===== config.mk =====
export PLATFORM = sky130hd
export DESIGN_NAME = tws_ram
export DESIGN_NICKNAME = d
export VERILOG_FILES = /design/src/hdl/tws_ram.sv
export SDC_FILE = /design/constraint.sdc
export NUM_CORES = 1
export LEC_CHECK = 0
export ABC_CLOCK_PERIOD_IN_PS = 2750
export BUFFER_PORTS_ARGS = -buffer_cell sky130_fd_sc_hd__buf_4
export CORE_UTILIZATION = 40
export DETAILED_ROUTE_END_ITERATION = 12
export SYNTH_ARGS = -nofsm -noshare
export SYNTH_HDL_FRONTEND = slang
export SYNTH_SLANG_ARGS = --single-unit

===== constraint.sdc =====
create_clock -name clk_i -period 2.75 [get_ports clk_i]
set_input_delay 0.4125 -clock clk_i [delete_from_list [all_inputs] [get_ports clk_i]]
set_output_delay 0.4125 -clock clk_i [all_outputs]
set_load 0.02 [all_outputs]

===== src/hdl/tws_ram.sv =====
module tws_ram #(
  parameter int unsigned WIDTH = 16,
  parameter int unsigned DEPTH = 64,
  localparam int unsigned AW = (DEPTH > 1) ? $clog2(DEPTH) : 1
) (
  input  logic             clk_i,
  input  logic             we_i,
  input  logic [AW-1:0]    waddr_i,
  input  logic [WIDTH-1:0] wdata_i,
  input  logic             re_i,
  input  logic [AW-1:0]    raddr_i,
  output logic [WIDTH-1:0] rdata_o
);

  logic [WIDTH-1:0] mem_q [DEPTH];
  logic [WIDTH-1:0] rdata_q;

  always_ff @(posedge clk_i) begin
    if (we_i) begin
      mem_q[waddr_i] <= wdata_i;
    end
    // read data holds while re_i is low
    if (re_i) begin
      rdata_q <= mem_q[raddr_i];
    end
  end

  assign rdata_o = rdata_q;

endmodule


==> results of run 1 <==
cell type report:
type / instances / area (sq um) / area share (%)
clock buffers: 123 / 2670 / 5.75
repair buffers: 227 / 1970 / 4.24
multi-input cells: 685 / 8250 / 17.7
diodes: 1 / 2.50 / 0.00538
flip-flops and latches: 1040 / 31200 / 67.1
clock inverters: 68 / 798 / 1.72
well taps: 1287 / 1610 / 3.46
logic make-up (layout without fill, tap and decap cells):
kind of cell	count (synthesis)	count (layout)
buf+inv	104	418
other cells	0	1
mux	336	336
flops	1040	1040
compound gates	129	129
simple gates	220	220
synthesized netlist by cell type (4+ instances only):
master	instances
a211o_1	8
a211oi_1	8
a21oi_1	17
a221o_1	6
a221oi_1	16
a22o_1	6
a22oi_1	39
a311oi_1	8
a31oi_1	8
a41oi_1	5
and4_1	5
buf_12	5
buf_2	36
buf_4	13
buf_6	17
clkbuf_1	24
edfxtp_1	1040
mux2_2	27
mux2i_1	85
mux4_1	4
mux4_2	220
nand2_1	59
nand3_1	24
nand4_1	12
nor2_1	72
nor2b_1	30
o21ai_0	5
registers in the layout (all words and copies together) (netlist names):
| name | cells |
|---|---|
| mem_q | 1024 |
| rdata_o | 16 |
routing by layer:
| metal | vias to the layer above | global-route usage (%) | wire length [um] |
|---|---|---|---|
| li1 | 8163 | - | - |
| met5 | - | 0 | 13 |
| met3 | 129 | 4.13 | 7380 |
| met2 | 732 | 30.2 | 45800 |
| met1 | 10400 | 26.9 | 41000 |
| met4 | 2 | 5.19 | 2460 |
stage by stage:
stage | utilization [%] | setup WS (ns) | hold slack [ns] | instance area (sq um)
2_1_floorplan | - | 0.303 | 0.511 | 40200
3_3_place_gp | 43.5 | -0.185 | 0.817 | 43100
3_5_place_dp | 43.5 | -0.154 | 0.818 | 43100
4_1_cts | 47.0 | 0.504 | 0.0835 | 46500
5_1_grt | 47.0 | 0.462 | 0.0975 | 46500
6_report | 47.0 | 0.554 | 0.127 | 46500
layout by cell type, fill, tap and decap left out, types with 17 or more instances in the layout:
| cell | n |
|---|---|
| clkbuf_16 | 104 |
| nor2_1 | 72 |
| a22oi_1 | 39 |
| clkbuf_1 | 19 |
| mux4_2 | 220 |
| mux2i_1 | 85 |
| nor2b_1 | 30 |
| clkinv_1 | 20 |
| edfxtp_1 | 1040 |
| buf_12 | 20 |
| a21oi_1 | 17 |
| nand2_1 | 59 |
| nand3_1 | 24 |
| buf_4 | 204 |
| mux2_2 | 27 |
worst paths after layout:
| path | startpoint | end | cells after the start |
|---|---|---|---|
| hold / removal | re_i | rdata_o[7] | 1 |
| setup reg to reg | mem_q[23][9] | rdata_o[9] | 7 |
| hold reg to reg | mem_q[46][14] | rdata_o[14] | 4 |
| setup / recovery | mem_q[23][9] | rdata_o[9] | 7 |
power by group through the flow:
stage	combinational (mW)	clock [mW]	sequential, mW
floorplan	0.909	0	18.0
CTS	1.79	14.5	17.6
global route	1.87	15.1	17.6
finish	1.77	14.3	17.6
detailed placement	1.78	0	18.0
global placement	1.75	0	18.0
critical path: stages (launching register included):
cell and delay [ns]:
edfxtp_1 0.36, mux4_2 0.47, mux2i_1 0.29, a22oi_1 0.15
buf_4 0.19, a31oi_1 0.24, buf_4 0.19, a311oi_1 0.06
==> results.md, run 1 <==
- Slew @ Worst Pin: 0.851 ns
- Reg clk slew, reported paths: 0.06 ns
- Min cycle time layout: 2.20 ns
- Largest family of logic cells by synthesized area: multiplexers
- GRT Util Overall: 19.1%
- Final Cycle Share: 79.9%
- Worst endpoint required time: 3.17 ns
- Total I/O pin count: 47
- # DRC: 0
- Yosys reg bits: 1,040
- WL per Instance: 28.2 um
- Simple-gate portion of the synthesized area: 2.64%
- Status: completed
- Sequential Power Share: 52.3%
- Clock latency on the worst-skew pair: 0.69 ns
- Post-synth EDFFs: 1,040
- Logic pwr share: 5.2%
- Mux contribution to synthesized area: 15.5%
- Worst Path Class, Setup: register to register
- Leading area contributor after synthesis: edfxtp_1
- Setup-failing EPs final: 0
- Synthesized-area fraction occupied by adder cells: 0%
- P_int: 26.6 mW
- Via count: 19,400
- Gpl congestion: 0.843
- Final wirelength: 96.7 mm
- Ys flop type: edfxtp_1
- Max Cap Viol: 0
- Crit path launch type: register
- Effective utilization at floorplan: 40.6%
- Synth Area in Compound Gates: 2.40%
- Largest net degree at the start of global routing: 65
- Gate Count Post-Synth: 1,829
- Leak Pwr: 14.9 nW
- Setup repair bufs after CTS: 0
- Synth-to-Final Area Change: 15.8%
- DP HPWL: 58.9 mm
- Core area: 99,000 sq um
- Worst VDD drop: 0.000617 V
- Top post-synthesis cells by area: edfxtp_1, mux4_2, mux2i_1
- Hold Vio Cnt, Final: 0
- Syn Std Cell Area: 40,200 sq um
- Clock skew: 0.0425 ns
- FFs w/ async S/R, synth: 0%
- Crit path max fanout: 1
- Die width: 319 um
- Net Switching: 7.12 mW
- Slew headroom: 43.3%
- Post-cts resize count: 0
- R2R setup slack: 0.55 ns
- CTS tree: built
- 1st-pass router iterations: 5
- Placed insts: 3,239
- Mapped Nets: 1,860
- Ys Warns: 0
- Hold buffers post-CTS: 0
- Seq/Total Area, Yosys: 77.7%
- GR Overflow Total: 0
- Clock Power Share: 42.4%
- Share of the synthesized area in the top cell type: 77.7%
- Final TNS setup: 0 ns
- Unique masters post-synth: 42
- Clock root cell: clkbuf_16
- Total CTS buffers: 104
- Post-Syn Area per Cell: 22.0 sq um
- First-pass GRT wire length: 140 mm
- CTS max path bufs: 3
- Full die area: 102,000 sq um
- Max Slew Vio Count: 0
- Non-Filler Instances: 3,431
- CTS Sinks: 1,040
- Critical path capture point type: register
- Final antenna-violating net count: 0
- Design Power: 33.7 mW
- Max frequency: 0.455 GHz
- Max H-tree Level: 3
- Power Density: 724 nW/um^2
- IO buf count: 46
- Hold/Removal Path Class: primary input to register
- Switching share of total power: 21.1%
- Critical path data arrival time: 2.61 ns
- Vias in the first global route: 19,900
- Num rows: 115
- Layout cells sized above 1: 29.6%
- Nets: 2,089
- Fillers: 8,119
- Post-synthesis xor/xnor area fraction: 0%
- Die H: 319 um
- RSZ-0062 raised after global routing: no
- Vias per cell: 5.67
- Initial antenna violation count: 3
- Iteration-0 DRC Markers: 1,914
Note: power is estimated with default switching activity, not from simulation.
==> run 2: changes to the inputs <==
ABC_CLOCK_PERIOD_IN_PS = 1900   (was 2750)
clock period = 1.9 ns   (was 2.75 ns; I/O delays follow)
==> results.md, run 2 (synthesis gave the netlist of run 1 again) <==
- Num rows: 115 (unchanged)
- Core area: 99,000 sq um (unchanged)
- Final wirelength: 99.0 mm (+2.5%)
- IO buf count: 46 (unchanged)
- Slowest stage delay, CP: 0.50 ns (+0.03 ns)
- Vias per cell: 5.62 (-0.90%)
- Iteration-0 DRC Markers: 2,209 (+15%)
- Max frequency: 0.491 GHz (+7.9%)
- Layout cells sized above 1: 35.2% (+5.6 points)
- Slew headroom: 16.6% (-27 points)
- Power Density: 985 nW/um^2 (+36%)
- Clock root cell: clkbuf_16
- Clock latency on the worst-skew pair: 0.68 ns (about the same)
- Full die area: 102,000 sq um (unchanged)
- Hold/Removal Path Class: primary input to register
- Worst VDD drop: 0.000640 V (+3.8%)
- Critical path capture point type: register
- Min cycle time layout: 2.04 ns (-0.161 ns)
- Worst Path Class, Setup: register to register
- Top reg by flops: mem_q
- Finished Core Util: 48.8% (+1.8 points)
- Vias in the first global route: 20,200 (+1.9%)
- Most common cell after layout, fill and taps aside: edfxtp_1
- Max H-tree Level: 3 (unchanged)
- Via count: 19,800 (+1.7%)
- PnR worst setup slack: -0.135 ns (-0.689 ns)
- First-pass GRT wire length: 144 mm (+2.4%)
- Most frequent cells in the layout: edfxtp_1, mux4_2, buf_4
- Effective utilization at floorplan: 40.6% (unchanged)
- CP delay by family, top: compound AO/OA/AOI/OAI gates
- CTS tree: built
- Gpl congestion: 0.852 (+1.1%)
- GR Overflow Total: 0 (unchanged)
- Max Cap Viol: 0 (unchanged)
- CTS max path bufs: 3 (unchanged)
- Initial antenna violation count: 4 (+1)
- Fillers: 7,940 (-2.2%)
- 1st-pass router iterations: 5 (unchanged)
- Failing checks: negative setup slack
- GRT Util Overall: 19.6% (+0.52 points)
- Leak Pwr: 15.5 nW (+4.2%)
- Slew @ Worst Pin: 1.25 ns (+0.395 ns)
- Clock skew: 0.0294 ns (-0.0131 ns)
- Nets: 2,177 (+4.2%)
- Critical path data arrival time: 2.45 ns (-0.16 ns)
- Largest net degree at the start of global routing: 65 (unchanged)
- Cells along the critical path: mux4_2, nor2b_1, a211o_1, a31oi_2, buf_4, a311oi_1
- WL per Instance: 28.1 um (-0.15%)
- CTS Sinks: 1,040 (unchanged)
- Max Slew Vio Count: 0 (unchanged)
- # DRC: 0 (unchanged)
- Final antenna-violating net count: 0 (unchanged)
- Total I/O pin count: 47 (unchanged)
- Final Cycle Share: 107% (+27 points)
- Total CTS buffers: 101 (-2.9%)
- Die width: 319 um (unchanged)
- Crit path launch type: register
- Bufs and invs on worst path: 1 (-1)
- Die H: 319 um (unchanged)
- Number of flip-flops in the largest register: 1,024 (unchanged)
- Status: finished, violations left
- Worst endpoint required time: 2.32 ns (-0.85 ns)
- DP HPWL: 62.8 mm (+6.8%)
- Setup repair bufs after CTS: 0 (unchanged)
- RSZ-0062 raised after global routing: yes
- Reg clk slew, reported paths: 0.06 ns (about the same)
- Final TNS setup: -0.455 ns (-0.455 ns)
- Worst hold slack: 0.0339 ns (-0.0926 ns)
- Synth-to-Final Area Change: 20.3%
- Setup-failing EPs final: 8 (+8)
- Hold Vio Cnt, Final: 0 (unchanged)
- Crit path max fanout: 1 (unchanged)
- CP max stage cell: mux4_2
==> run 2: layout make-up <==
| cell class | count | area (sq um) | share of cell area [%] |
|---|---|---|---|
| Sequential cell | 1040 | 31200 | 64.6 |
| Multi-Input combinational cell | 685 | 8550 | 17.7 |
| Timing Repair Buffer | 318 | 3780 | 7.81 |
| Clock buffer | 124 | 2660 | 5.49 |
| Tap cell | 1287 | 1610 | 3.33 |
| Clock inverter | 63 | 522 | 1.08 |
| Antenna cell | 4 | 10.0 | 0.0207 |
==> run 2: path summary, 6_finish.rpt <==
path | from | end | slack, ns | depth (start not counted)
worst max-delay path | mem_q[10][13] | rdata_o[13] | -0.14 | 6
worst min-delay path | re_i | rdata_o[11] | 0.03 | 1
worst max register to register | mem_q[10][13] | rdata_o[13] | -0.14 | 6
worst min register to register | mem_q[24][2] | rdata_o[2] | 0.95 | 4
==> run 2: worst register-to-register path: cells and delay by family (launching register included) <==
family | cells | cell delay (ns)
compound gates | 3 | 0.61
simple gates | 1 | 0.15
buf+inv | 1 | 0.18
flops | 1 | 0.37
mux | 1 | 0.50
==> run 2: metrics by stage <==
stage / setup WS (ns) / std cells / area, sq um / power (mW)
after global routing: -0.153 / 3517 / 48300 / 49.0
after CTS: -0.119 / 3517 / 48300 / 48.0
after floorplan: -0.343 / 1829 / 40500 / 27.4
final: -0.135 / 3521 / 48400 / 47.6
after global placement: -0.774 / 3329 / 45000 / 28.8
after detailed placement: -0.799 / 3329 / 45000 / 28.9
==> run 2: power breakdown <==
group          switching, mW  internal (mW)  leakage, nW
Combinational           1.65           1.26         4.58
Sequential            0.0837           25.4         9.37
Clock                   8.53           10.7         1.55
==> run 2: timing repair <==
action	CTS	global route
resized for setup	29	11
endpoints found under the hold margin	12	0
setup endpoints to repair	12	15
hold buffers	1	0
pin swaps	15	5
==> run 2: routing by layer <==
metal,GRT usage [%],up-vias,routed length (um),part of all wire (%)
met5,0,-,11,0.011
met4,4.00,2,1320,1.3
met3,4.18,87,8680,8.8
met2,31.5,752,47700,48
met1,27.7,10600,41300,42
li1,-,8339,-,-
